### src/sv/urxf_pkg.sv
// ============================================================================
// urxf_pkg
// Shared constants, operation codes and types of the UART receiver with FIFO.
// ============================================================================
`default_nettype none

package urxf_pkg;

    localparam int FIFO_DEPTH = 64;
    localparam int PTR_W      = $clog2(FIFO_DEPTH);
    localparam int BYTE_W     = 8;
    localparam int ENTRY_W    = BYTE_W + 1;
    localparam int BT_W       = 16;
    localparam int TICK_W     = 18;
    localparam int IDX_W      = 4;
    localparam int CFG_IDX_W  = 2;
    localparam int CFG_DATA_W = BT_W;

    localparam logic [1:0] OP_TICK = 2'd0;
    localparam logic [1:0] OP_READ = 2'd1;
    localparam logic [1:0] OP_PEEK = 2'd2;
    localparam logic [1:0] OP_NOP  = 2'd3;

    localparam logic [CFG_IDX_W-1:0] CFG_BIT_TICKS = 2'd0;
    localparam logic [CFG_IDX_W-1:0] CFG_NINTH     = 2'd1;
    localparam logic [CFG_IDX_W-1:0] CFG_PARITY    = 2'd2;
    localparam logic [CFG_IDX_W-1:0] CFG_STOP      = 2'd3;

    typedef struct packed {
        logic             rd_hit;
        logic [PTR_W-1:0] fill;
        logic             ovf;
        logic             stored;
    } t_stat;

    typedef struct packed {
        logic [BYTE_W-1:0] rx_byte;
        logic              rx_ninth;
        logic              read_valid;
        logic [PTR_W-1:0]  fill_level;
        logic              overflow_seen;
        logic              byte_stored;
    } t_result;

endpackage

`default_nettype wire

### src/sv/urxf_in_if.sv
// ============================================================================
// urxf_in_if
// Input channel: operation code and sampled line level per beat.
// ============================================================================
`default_nettype none

interface urxf_in_if;
    logic       valid;
    logic       ready;
    logic [1:0] op;
    logic       line_level;

    modport source (output valid, output op, output line_level, input ready);
    modport sink   (input valid, input op, input line_level, output ready);
endinterface

`default_nettype wire

### src/sv/urxf_out_if.sv
// ============================================================================
// urxf_out_if
// Output channel: one result beat per input beat.
// ============================================================================
`default_nettype none

interface urxf_out_if;
    logic       valid;
    logic       ready;
    logic [7:0] rx_byte;
    logic       rx_ninth;
    logic       read_valid;
    logic [5:0] fill_level;
    logic       overflow_seen;
    logic       byte_stored;

    modport source (
        output valid, output rx_byte, output rx_ninth, output read_valid,
        output fill_level, output overflow_seen, output byte_stored, input ready
    );
    modport sink (
        input valid, input rx_byte, input rx_ninth, input read_valid,
        input fill_level, input overflow_seen, input byte_stored, output ready
    );
endinterface

`default_nettype wire

### src/sv/urxf_ram.sv
// ============================================================================
// urxf_ram
// Simple dual-port RAM, one write and one registered read port.
// ============================================================================
`default_nettype none

module urxf_ram #(
    parameter int DEPTH = 64,
    parameter int WIDTH = 9
) (
    input  wire logic                     i_clk,
    input  wire logic                     i_we,
    input  wire logic [$clog2(DEPTH)-1:0] i_waddr,
    input  wire logic [WIDTH-1:0]         i_wdata,
    input  wire logic                     i_re,
    input  wire logic [$clog2(DEPTH)-1:0] i_raddr,
    output logic      [WIDTH-1:0]         o_rdata
);

    logic [WIDTH-1:0] r_mem [DEPTH];

    always_ff @(posedge i_clk) begin
        if (i_we) begin
            r_mem[i_waddr] <= i_wdata;
        end
    end

    always_ff @(posedge i_clk) begin
        if (i_re) begin
            o_rdata <= r_mem[i_raddr];
        end
    end

endmodule

`default_nettype wire

### src/sv/urxf_ctrl.sv
// ============================================================================
// urxf_ctrl
// Config registers, serial frame receiver and FIFO pointer control.
// ============================================================================
`default_nettype none

module urxf_ctrl
    import urxf_pkg::*;
(
    input  wire logic                  i_clk,
    input  wire logic                  i_rst_n,
    input  wire logic                  i_cfg_we,
    input  wire logic [CFG_IDX_W-1:0]  i_cfg_idx,
    input  wire logic [CFG_DATA_W-1:0] i_cfg_data,
    input  wire logic                  i_step,
    input  wire logic [1:0]            i_op,
    input  wire logic                  i_line,
    output logic                       o_ram_we,
    output logic [PTR_W-1:0]           o_ram_waddr,
    output logic [ENTRY_W-1:0]         o_ram_wdata,
    output logic                       o_ram_re,
    output logic [PTR_W-1:0]           o_ram_raddr,
    output t_stat                      o_stat
);

    localparam logic [1:0] PH_IDLE   = 2'd0;
    localparam logic [1:0] PH_DATA   = 2'd1;
    localparam logic [1:0] PH_PARITY = 2'd2;
    localparam logic [1:0] PH_GUARD  = 2'd3;

    logic [BT_W-1:0]    r_bit_ticks;
    logic               r_ninth_en;
    logic               r_parity_en;
    logic [1:0]         r_stop_bits;

    logic [1:0]         r_phase,  n_phase;
    logic [TICK_W-1:0]  r_tick,   n_tick;
    logic [IDX_W-1:0]   r_idx,    n_idx;
    logic [ENTRY_W-1:0] r_shift,  n_shift;
    logic [PTR_W-1:0]   r_head,   n_head;
    logic [PTR_W-1:0]   r_tail,   n_tail;
    logic               r_ovf,    n_ovf;

    logic [TICK_W-1:0]  bt_ext;
    logic [TICK_W-1:0]  bt3;
    logic [TICK_W-1:0]  start_ticks;
    logic [TICK_W-1:0]  stop_ticks;
    logic [TICK_W-1:0]  guard_ticks;
    logic [ENTRY_W-1:0] shifted;
    logic [ENTRY_W-1:0] word;
    logic [PTR_W-1:0]   tail_inc;
    logic               frame_done;
    logic               stored;
    logic               rd_hit;

    always_ff @(posedge i_clk) begin
        if (!i_rst_n) begin
            r_bit_ticks <= BT_W'(16);
            r_ninth_en  <= 1'b0;
            r_parity_en <= 1'b0;
            r_stop_bits <= 2'd1;
        end else if (i_cfg_we) begin
            unique case (i_cfg_idx)
                CFG_BIT_TICKS: r_bit_ticks <= i_cfg_data;
                CFG_NINTH:     r_ninth_en  <= i_cfg_data[0];
                CFG_PARITY:    r_parity_en <= i_cfg_data[0];
                CFG_STOP:      r_stop_bits <= i_cfg_data[1:0];
                default:       ;
            endcase
        end
    end

    // delay loads
    assign bt_ext      = TICK_W'(r_bit_ticks);
    assign bt3         = bt_ext + {bt_ext[TICK_W-2:0], 1'b0};
    assign start_ticks = bt_ext + (bt_ext >> 1);

    always_comb begin
        case (r_stop_bits)
            2'd0:    stop_ticks = '0;
            2'd1:    stop_ticks = bt_ext;
            2'd2:    stop_ticks = {bt_ext[TICK_W-2:0], 1'b0};
            default: stop_ticks = bt3;
        endcase
    end

    assign guard_ticks = (bt3 >> 2) + stop_ticks;
    assign tail_inc    = r_tail + PTR_W'(1);

    always_comb begin
        n_phase    = r_phase;
        n_tick     = r_tick;
        n_idx      = r_idx;
        n_shift    = r_shift;
        n_head     = r_head;
        n_tail     = r_tail;
        n_ovf      = r_ovf;
        stored     = 1'b0;
        rd_hit     = 1'b0;
        frame_done = 1'b0;
        shifted    = r_shift;
        word       = r_shift;
        if (i_line && (r_idx < IDX_W'(ENTRY_W))) begin
            shifted = r_shift | (ENTRY_W'(1) << r_idx);
        end
        if (i_step) begin
            case (i_op)
                OP_TICK: begin
                    if (r_phase == PH_IDLE) begin
                        if (!i_line) begin
                            n_phase = PH_DATA;
                            n_tick  = start_ticks;
                            n_idx   = '0;
                            n_shift = '0;
                        end
                    end else if (r_tick > TICK_W'(1)) begin
                        n_tick = r_tick - TICK_W'(1);
                    end else begin
                        unique case (r_phase)
                            PH_DATA: begin
                                n_shift = shifted;
                                n_idx   = r_idx + IDX_W'(1);
                                frame_done = r_ninth_en ? (n_idx >= IDX_W'(9))
                                                        : (n_idx >= IDX_W'(8));
                                if (frame_done) begin
                                    word = r_ninth_en ? shifted
                                                      : {1'b0, shifted[BYTE_W-1:0]};
                                    if (tail_inc == r_head) begin
                                        n_ovf = 1'b1;
                                    end else begin
                                        stored = 1'b1;
                                        n_tail = tail_inc;
                                    end
                                    if (r_parity_en) begin
                                        n_phase = PH_PARITY;
                                        n_tick  = bt_ext;
                                    end else begin
                                        n_phase = PH_GUARD;
                                        n_tick  = guard_ticks;
                                    end
                                end else begin
                                    n_tick = bt_ext;
                                end
                            end
                            PH_PARITY: begin
                                n_phase = PH_GUARD;
                                n_tick  = guard_ticks;
                            end
                            PH_GUARD: begin
                                n_phase = PH_IDLE;
                                n_tick  = '0;
                            end
                            default: ;
                        endcase
                    end
                end
                OP_READ, OP_PEEK: begin
                    if (r_head != r_tail) begin
                        rd_hit = 1'b1;
                        if (i_op == OP_READ) begin
                            n_head = r_head + PTR_W'(1);
                        end
                    end
                end
                default: ;
            endcase
        end
    end

    always_ff @(posedge i_clk) begin
        if (!i_rst_n) begin
            r_phase <= PH_IDLE;
            r_tick  <= '0;
            r_idx   <= '0;
            r_shift <= '0;
            r_head  <= '0;
            r_tail  <= '0;
            r_ovf   <= 1'b0;
        end else begin
            r_phase <= n_phase;
            r_tick  <= n_tick;
            r_idx   <= n_idx;
            r_shift <= n_shift;
            r_head  <= n_head;
            r_tail  <= n_tail;
            r_ovf   <= n_ovf;
        end
    end

    assign o_ram_we    = stored;
    assign o_ram_waddr = r_tail;
    assign o_ram_wdata = word;
    assign o_ram_re    = i_step;
    assign o_ram_raddr = r_head;

    assign o_stat.rd_hit = rd_hit;
    assign o_stat.fill   = n_tail - n_head;
    assign o_stat.ovf    = n_ovf;
    assign o_stat.stored = stored;

endmodule

`default_nettype wire

### src/sv/urxf_skid.sv
// ============================================================================
// urxf_skid
// Two-entry output skid buffer with a registered upstream ready.
// ============================================================================
`default_nettype none

module urxf_skid
    import urxf_pkg::*;
(
    input  wire logic    i_clk,
    input  wire logic    i_rst_n,
    input  wire logic    i_up_valid,
    output logic         o_up_ready,
    input  wire t_result i_up_data,
    output logic         o_dn_valid,
    input  wire logic    i_dn_ready,
    output t_result      o_dn_data
);

    logic    r_o_vld;
    logic    r_sk_vld;
    t_result r_o;
    t_result r_sk;

    assign o_up_ready = !r_sk_vld;
    assign o_dn_valid = r_o_vld;
    assign o_dn_data  = r_o;

    always_ff @(posedge i_clk) begin
        if (!i_rst_n) begin
            r_o_vld  <= 1'b0;
            r_sk_vld <= 1'b0;
        end else if (i_dn_ready || !r_o_vld) begin
            if (r_sk_vld) begin
                r_o_vld  <= 1'b1;
                r_sk_vld <= 1'b0;
            end else begin
                r_o_vld <= i_up_valid;
            end
        end else if (i_up_valid && !r_sk_vld) begin
            r_sk_vld <= 1'b1;
        end
    end

    always_ff @(posedge i_clk) begin
        if (i_dn_ready || !r_o_vld) begin
            r_o <= r_sk_vld ? r_sk : i_up_data;
        end else if (i_up_valid && !r_sk_vld) begin
            r_sk <= i_up_data;
        end
    end

endmodule

`default_nettype wire

### src/sv/uart_rx_with_fifo_core.sv
// ============================================================================
// uart_rx_with_fifo_core
// UART receiver with a 64-entry receive FIFO, one result beat per input beat.
// ============================================================================
// Each input beat is a line sample tick, a read (pop), a peek or a no-op, and
// gives exactly one result beat. A beat is taken every clock while the output
// side keeps up: the FIFO read, the frame receiver update and the pointer
// update all happen in the accept cycle, the RAM read data lands in the next
// cycle in a result stage, and a two-entry skid buffer drives the output, so
// a stall on the output costs no throughput until both skid entries are full.
// The FIFO holds up to 63 bytes with their ninth bits; a byte completed on a
// full FIFO is dropped and sets a sticky overflow flag. Configuration writes
// take effect on the next clock and should be made while no beats are in
// flight.
`default_nettype none

module uart_rx_with_fifo_core
    import urxf_pkg::*;
(
    input  wire logic                  i_clk,
    input  wire logic                  i_rst_n,
    input  wire logic                  i_cfg_we,
    input  wire logic [CFG_IDX_W-1:0]  i_cfg_idx,
    input  wire logic [CFG_DATA_W-1:0] i_cfg_data,
    urxf_in_if.sink                    i_in,
    urxf_out_if.source                 o_out
);

    logic               step;
    logic               pipe_ready;
    logic               sk_ready;
    logic               ram_we;
    logic [PTR_W-1:0]   ram_waddr;
    logic [ENTRY_W-1:0] ram_wdata;
    logic               ram_re;
    logic [PTR_W-1:0]   ram_raddr;
    logic [ENTRY_W-1:0] ram_q;
    t_stat              stat;
    t_stat              r_p_stat;
    logic               r_p_vld;
    t_result            p_res;
    t_result            dn_res;

    assign pipe_ready = !r_p_vld || sk_ready;
    assign i_in.ready = pipe_ready;
    assign step       = i_in.valid && pipe_ready;

    urxf_ctrl u_ctrl (
        .i_clk       (i_clk),
        .i_rst_n     (i_rst_n),
        .i_cfg_we    (i_cfg_we),
        .i_cfg_idx   (i_cfg_idx),
        .i_cfg_data  (i_cfg_data),
        .i_step      (step),
        .i_op        (i_in.op),
        .i_line      (i_in.line_level),
        .o_ram_we    (ram_we),
        .o_ram_waddr (ram_waddr),
        .o_ram_wdata (ram_wdata),
        .o_ram_re    (ram_re),
        .o_ram_raddr (ram_raddr),
        .o_stat      (stat)
    );

    urxf_ram #(
        .DEPTH (FIFO_DEPTH),
        .WIDTH (ENTRY_W)
    ) u_ram (
        .i_clk   (i_clk),
        .i_we    (ram_we),
        .i_waddr (ram_waddr),
        .i_wdata (ram_wdata),
        .i_re    (ram_re),
        .i_raddr (ram_raddr),
        .o_rdata (ram_q)
    );

    // result stage, aligned with the RAM read data
    always_ff @(posedge i_clk) begin
        if (!i_rst_n) begin
            r_p_vld <= 1'b0;
        end else if (pipe_ready) begin
            r_p_vld <= i_in.valid;
        end
    end

    always_ff @(posedge i_clk) begin
        if (step) begin
            r_p_stat <= stat;
        end
    end

    assign p_res.rx_byte       = r_p_stat.rd_hit ? ram_q[BYTE_W-1:0] : '0;
    assign p_res.rx_ninth      = r_p_stat.rd_hit ? ram_q[BYTE_W] : 1'b0;
    assign p_res.read_valid    = r_p_stat.rd_hit;
    assign p_res.fill_level    = r_p_stat.fill;
    assign p_res.overflow_seen = r_p_stat.ovf;
    assign p_res.byte_stored   = r_p_stat.stored;

    urxf_skid u_skid (
        .i_clk      (i_clk),
        .i_rst_n    (i_rst_n),
        .i_up_valid (r_p_vld),
        .o_up_ready (sk_ready),
        .i_up_data  (p_res),
        .o_dn_valid (o_out.valid),
        .i_dn_ready (o_out.ready),
        .o_dn_data  (dn_res)
    );

    assign o_out.rx_byte       = dn_res.rx_byte;
    assign o_out.rx_ninth      = dn_res.rx_ninth;
    assign o_out.read_valid    = dn_res.read_valid;
    assign o_out.fill_level    = dn_res.fill_level;
    assign o_out.overflow_seen = dn_res.overflow_seen;
    assign o_out.byte_stored   = dn_res.byte_stored;

    a_p_hold: assert property (@(posedge i_clk) disable iff (!i_rst_n)
        r_p_vld && !sk_ready |=> r_p_vld && $stable(r_p_stat))
        else $error("result stage lost a beat under stall");

    a_ovf_sticky: assert property (@(posedge i_clk) disable iff (!i_rst_n)
        r_p_vld && r_p_stat.ovf && sk_ready |=> !r_p_vld || r_p_stat.ovf)
        else $error("overflow flag cleared");

    a_write_on_store: assert property (@(posedge i_clk) disable iff (!i_rst_n)
        ram_we |-> step && stat.stored)
        else $error("FIFO write without a stored byte");

    a_read_nonempty: assert property (@(posedge i_clk) disable iff (!i_rst_n)
        step && stat.rd_hit |-> !ram_we)
        else $error("push and pop in one beat");

endmodule

`default_nettype wire

### src/flat_wrapper.sv
// flat-port wrapper written by rule: the top's interface ports become plain ports
module uart_rx_with_fifo_core_flat import urxf_pkg::*;
  (i_clk, i_rst_n, i_cfg_we, i_cfg_idx, i_cfg_data, i_in_valid, i_in_op, i_in_line_level, i_in_ready, o_out_valid, o_out_rx_byte, o_out_rx_ninth, o_out_read_valid, o_out_fill_level, o_out_overflow_seen, o_out_byte_stored, o_out_ready);
  urxf_in_if i_in_i ();
  urxf_out_if o_out_i ();
  input  wire logic i_clk;
  input  wire logic i_rst_n;
  input  wire logic i_cfg_we;
  input  wire logic [CFG_IDX_W-1:0] i_cfg_idx;
  input  wire logic [CFG_DATA_W-1:0] i_cfg_data;
  input wire logic [$bits(i_in_i.valid)-1:0] i_in_valid;
  input wire logic [$bits(i_in_i.op)-1:0] i_in_op;
  input wire logic [$bits(i_in_i.line_level)-1:0] i_in_line_level;
  output wire logic [$bits(i_in_i.ready)-1:0] i_in_ready;
  output wire logic [$bits(o_out_i.valid)-1:0] o_out_valid;
  output wire logic [$bits(o_out_i.rx_byte)-1:0] o_out_rx_byte;
  output wire logic [$bits(o_out_i.rx_ninth)-1:0] o_out_rx_ninth;
  output wire logic [$bits(o_out_i.read_valid)-1:0] o_out_read_valid;
  output wire logic [$bits(o_out_i.fill_level)-1:0] o_out_fill_level;
  output wire logic [$bits(o_out_i.overflow_seen)-1:0] o_out_overflow_seen;
  output wire logic [$bits(o_out_i.byte_stored)-1:0] o_out_byte_stored;
  input wire logic [$bits(o_out_i.ready)-1:0] o_out_ready;
  assign i_in_i.valid = i_in_valid;
  assign i_in_i.op = i_in_op;
  assign i_in_i.line_level = i_in_line_level;
  assign i_in_ready = i_in_i.ready;
  assign o_out_valid = o_out_i.valid;
  assign o_out_rx_byte = o_out_i.rx_byte;
  assign o_out_rx_ninth = o_out_i.rx_ninth;
  assign o_out_read_valid = o_out_i.read_valid;
  assign o_out_fill_level = o_out_i.fill_level;
  assign o_out_overflow_seen = o_out_i.overflow_seen;
  assign o_out_byte_stored = o_out_i.byte_stored;
  assign o_out_i.ready = o_out_ready;
  uart_rx_with_fifo_core u_core (.i_clk(i_clk), .i_rst_n(i_rst_n), .i_cfg_we(i_cfg_we), .i_cfg_idx(i_cfg_idx), .i_cfg_data(i_cfg_data), .i_in(i_in_i), .o_out(o_out_i));
endmodule
### config.mk
export PLATFORM = sky130hd
export DESIGN_NAME = uart_rx_with_fifo_core_flat
export DESIGN_NICKNAME = d
export VERILOG_FILES = /design/src/sv/urxf_pkg.sv /design/src/sv/urxf_in_if.sv /design/src/sv/urxf_out_if.sv /design/src/sv/urxf_ram.sv /design/src/sv/urxf_ctrl.sv /design/src/sv/urxf_skid.sv /design/src/sv/uart_rx_with_fifo_core.sv /design/src/flat_wrapper.sv
export SDC_FILE = /design/constraint.sdc
export NUM_CORES = 1
export LEC_CHECK = 0
export BUFFER_PORTS_ARGS = -buffer_cell sky130_fd_sc_hd__buf_4
export CORE_AREA = 2 2 263 265
export DETAILED_ROUTE_END_ITERATION = 6
export DIE_AREA = 0 0 265 267
export PLACE_DENSITY = 0.59
export SYNTH_ARGS = -nofsm -noshare
export SYNTH_HDL_FRONTEND = slang
export SYNTH_HIERARCHICAL = 1
export SYNTH_SLANG_ARGS = --single-unit
### constraint.sdc
create_clock -name i_clk -period 11.16 [get_ports i_clk]
set_input_delay 1.116 -clock i_clk [delete_from_list [all_inputs] [get_ports i_clk]]
set_output_delay 1.116 -clock i_clk [all_outputs]
set_load 0.01 [all_outputs]
==> reports/results.ini <==
[timing]
finalSetupViolations=0
layout_worst_path_cycle_share_pct=45.91
slew-limit-headroom_pct=26.83
final_hold_viol_count=0
finalWorstPathRequiredPeriod_ns=5.124
fin_setup_tns_ns=0
final.setup_skew_ns=0.02949
worstMarginPinSlew_ns=1.091
maxClockFrequency_mhz=195.2
rsz0062_at_grt=no
holdWs_ns=0.4563
slew_viol_final=0

[final_layout]
mostFrequentLayoutCell=sky130_fd_sc_hd__edfxtp_1
number_of_cells_in_the_finished_layout_apart_from_fillers=2894
commonest_cells_after_routing_fill_and_taps_aside=sky130_fd_sc_hd__edfxtp_1, sky130_fd_sc_hd__nor2_1, sky130_fd_sc_hd__mux4_2
final_util_pct=50.19
layout-drive-gt1-share_pct=19.48
antenna_cells=0
area_growth_syn_to_layout_pct=12.34
finish.net_count=2042

[hold_path]
timing.hold.worst_path_depth=0
hold_class=reg -> reg

[placed_design]
dpl.hpwl_um=45860
place_inst=2763
place.gp.congestion=0.9072
portBuffers=45

[logic_synthesis]
async_flop_share_pct=0
synth.avg_cell_area_um2=15.92
synth.ff_latch_count=699
synth_sequential_area_ratio_pct=66.83
postSynthCellCount=1908
synth_warnings=6
synth.top_cell.area_share_pct=62.28
synth_ff_type=sky130_fd_sc_hd__edfxtp_1
synthTopCellsByArea=sky130_fd_sc_hd__edfxtp_1, sky130_fd_sc_hd__mux4_2, sky130_fd_sc_hd__dfxtp_1
synth_enable_flop_cells=630
synth_area_leader_cell=sky130_fd_sc_hd__edfxtp_1
synthesis.nets=1992
mappedNetlistArea_um2=30370
netlist-cell-type-count=85

[detailed_routing]
drc=0
detail_route.first_pass.iterations=6
dr_total_vias=17130
final_antenna_net_count=0
route.detailed.wl_per_inst_um=24.72
drt_iter0_drc=1662
detailed_route_wl_um=71540
detail_route.vias_per_cell=5.919

[floorplanning]
design.portCount=46
die_area_um2=70760
initial_core_utilization_pct=44.68
fp.coreArea_um2=67990
die-height_um=267
fp-row-count=96
die_width_um=265

[pwr]
static_leak_nw=10.62
ir_worst_vdd_uv=134.0
powerDensity_nw_per_um2=162.1

[global_routing]
grt_start_max_net_pins=65
globalRouteTotalUtil_pct=20.30
grt_antenna_before_repair=1
vias_in_the_first_global_route=17040
grt_overflow=0
first_pass_grt_wire_length_um=107700

[critical_path]
cp_common_cell=sky130_fd_sc_hd__xnor2_1
critical_path_s_top_delay_family=simple AND/OR/NAND/NOR gates
critical_path.slowest_cell=sky130_fd_sc_hd__or4_4
timing.critical_path.depth=15
critical_path_required_ns=11.50
crit_chain=or4_4 -> or3_1 -> or3_1 -> or4_4 -> nor2_8 -> mux2i_1 -> inv_1 -> ha_1 -> a21o_1 -> a21oi_1 -> o21bai_1 -> a21oi_1 -> xnor2_1 -> xnor2_1 -> xnor2_1
crit_path_end_kind=flop
critPathKind=reg -> reg
critical_path_arrival_ns=5.47
max_stage_delay_ns=0.76
timing.critical_path.from_type=flop
worst-path-buf-inv=1
worstRegToRegCells=15
crit_fanout=24

[clocking]
tritoncts_clock_tree=done
post_cts.resized_instances=0
tritoncts_num_sinks=699
path_clk_slew_ns=0.06
root_buffer_master=sky130_fd_sc_hd__clkbuf_16
clock_latency_ns=0.62
cts.repair_timing.setup_buffer_count=0
clock_tree.htree_level_count=3
cts-buffers-inserted=75
postCtsHoldBufs=0
maximum_clock_path_buffer_count=3

[outcome]
run_status=finished, final reports clean

[job]
cap_violations=0

[final cells by class]
type,count,area (um2)
clock buffer,93,2007
clock inverter,38,519.2
multi-input combinational,1065,9454
timing repair buffer,76,570.5
tap,882,1104
fill,5658,33860
inverter,41,153.9
sequential,699,20310
[state kept, by name, summed over array words and instances (netlist names)]
| signal | cells |
|---|---|
| u_core/u_ctrl/r_stop_bits | 2 |
| u_core/u_ctrl/o_ram_waddr | 6 |
| u_core/u_ctrl/r_parity_en | 1 |
| u_core/p_res | 9 |
| u_core/u_ctrl/r_shift | 9 |
| u_core/u_ram/r_mem | 576 |
| u_core/u_ctrl/r_phase | 2 |
| u_core/r_p_vld | 1 |
| u_core/u_skid/o_dn_data | 18 |
| u_core/u_ctrl/r_idx | 4 |
| u_core/u_ctrl/o_ram_raddr | 6 |
| u_core/u_skid/r_sk_vld | 1 |
| u_core/u_skid/o_dn_valid | 1 |
| u_core/u_ctrl/r_ninth_en | 1 |
| u_core/u_ram/o_rdata | 9 |
| u_core/u_ctrl/r_bit_ticks | 16 |
| u_core/u_ctrl/r_ovf | 1 |
| u_core/u_skid/r_sk | 18 |
| u_core/u_ctrl/r_tick | 18 |
[cell families after synthesis]
group | after synthesis | synth area share [%]
flops | 699 | 66.83
simple gates | 424 | 6.875
compound gates | 325 | 7.184
mux | 194 | 12.47
buf+inv | 144 | 2.303
xor+xnor | 64 | 1.870
fa+ha+maj | 58 | 2.463
[worst register-to-register path, cell delays in order (launching register included)]
cell and delay [ns]:
sky130_fd_sc_hd__dfxtp_1 0.36, sky130_fd_sc_hd__or4_4 0.59, sky130_fd_sc_hd__or3_1 0.43, sky130_fd_sc_hd__or3_1 0.72, sky130_fd_sc_hd__or4_4 0.76, sky130_fd_sc_hd__nor2_8 0.24
sky130_fd_sc_hd__mux2i_1 0.38, sky130_fd_sc_hd__inv_1 0.08, sky130_fd_sc_hd__ha_1 0.28, sky130_fd_sc_hd__a21o_1 0.16, sky130_fd_sc_hd__a21oi_1 0.22, sky130_fd_sc_hd__o21bai_1 0.09
sky130_fd_sc_hd__a21oi_1 0.17, sky130_fd_sc_hd__xnor2_1 0.16, sky130_fd_sc_hd__xnor2_1 0.16, sky130_fd_sc_hd__xnor2_1 0.08
[Yosys cell counts, types with 16 or more instances]
cell type,instances
sky130_fd_sc_hd__a221oi_1,18
sky130_fd_sc_hd__nand3_1,38
sky130_fd_sc_hd__edfxtp_1,630
sky130_fd_sc_hd__ha_1,55
sky130_fd_sc_hd__xor2_1,17
sky130_fd_sc_hd__and2_1,17
sky130_fd_sc_hd__mux2i_1,26
sky130_fd_sc_hd__xnor2_1,46
sky130_fd_sc_hd__inv_1,39
sky130_fd_sc_hd__o22ai_1,21
sky130_fd_sc_hd__a22o_1,19
sky130_fd_sc_hd__a211oi_1,17
sky130_fd_sc_hd__clkbuf_1,64
sky130_fd_sc_hd__dfxtp_1,69
sky130_fd_sc_hd__nor3_1,25
sky130_fd_sc_hd__mux2_4,17
sky130_fd_sc_hd__a21oi_1,79
sky130_fd_sc_hd__mux4_2,133
sky130_fd_sc_hd__nor2b_1,16
sky130_fd_sc_hd__a31oi_1,17
sky130_fd_sc_hd__nor2_1,144
sky130_fd_sc_hd__nand2_1,90
sky130_fd_sc_hd__o21ai_0,43
[per-layer routing]
metal	share of wire, %	vias to the layer above	wire length (um)	global-route usage (%)
met5	0	-	0	0
met4	2.6	0	1875	6.581
met3	6.6	114	4728	3.054
met2	46	592	33070	31.44
met1	45	8780	31860	29.62
li1	-	7643	-	-
[power by group]
part	switching [mW]	total (mW)	internal, mW
combinational	0.0883	0.152	0.0636
sequential	0.0108	2.84	2.83
clock	1.01	2.54	1.54
total	1.11	5.53	4.42
[stage by stage]
step / setup WS (ns) / power, mW / instance area, um2
6_report: 6.036 / 5.531 / 34120
5_1_grt: 5.685 / 5.701 / 34120
4_1_cts: 6.038 / 5.586 / 34120
3_5_place_dp: 6.068 / 3.043 / 31590
3_3_place_gp: 6.122 / 3.041 / 31590
2_1_floorplan: 6.508 / 2.999 / 30370
[path summary, 6_finish.rpt]
check | startpoint | endpoint | slack [ns]
worst max-delay path | u_core/u_ctrl/r_tick[6]$_SDFFE_PN0P_ | u_core/p_res[7]$_DFFE_PP_ | 6.04
worst max register to register | u_core/u_ctrl/r_tick[6]$_SDFFE_PN0P_ | u_core/p_res[7]$_DFFE_PP_ | 6.04
worst min-delay path | u_core/p_res[4]$_DFFE_PP_ | u_core/u_skid/r_sk[4]$_DFFE_PP_ | 0.46
worst min register to register | u_core/p_res[4]$_DFFE_PP_ | u_core/u_skid/r_sk[4]$_DFFE_PP_ | 0.46
No activity file was read; power rests on OpenSTA's default activity.
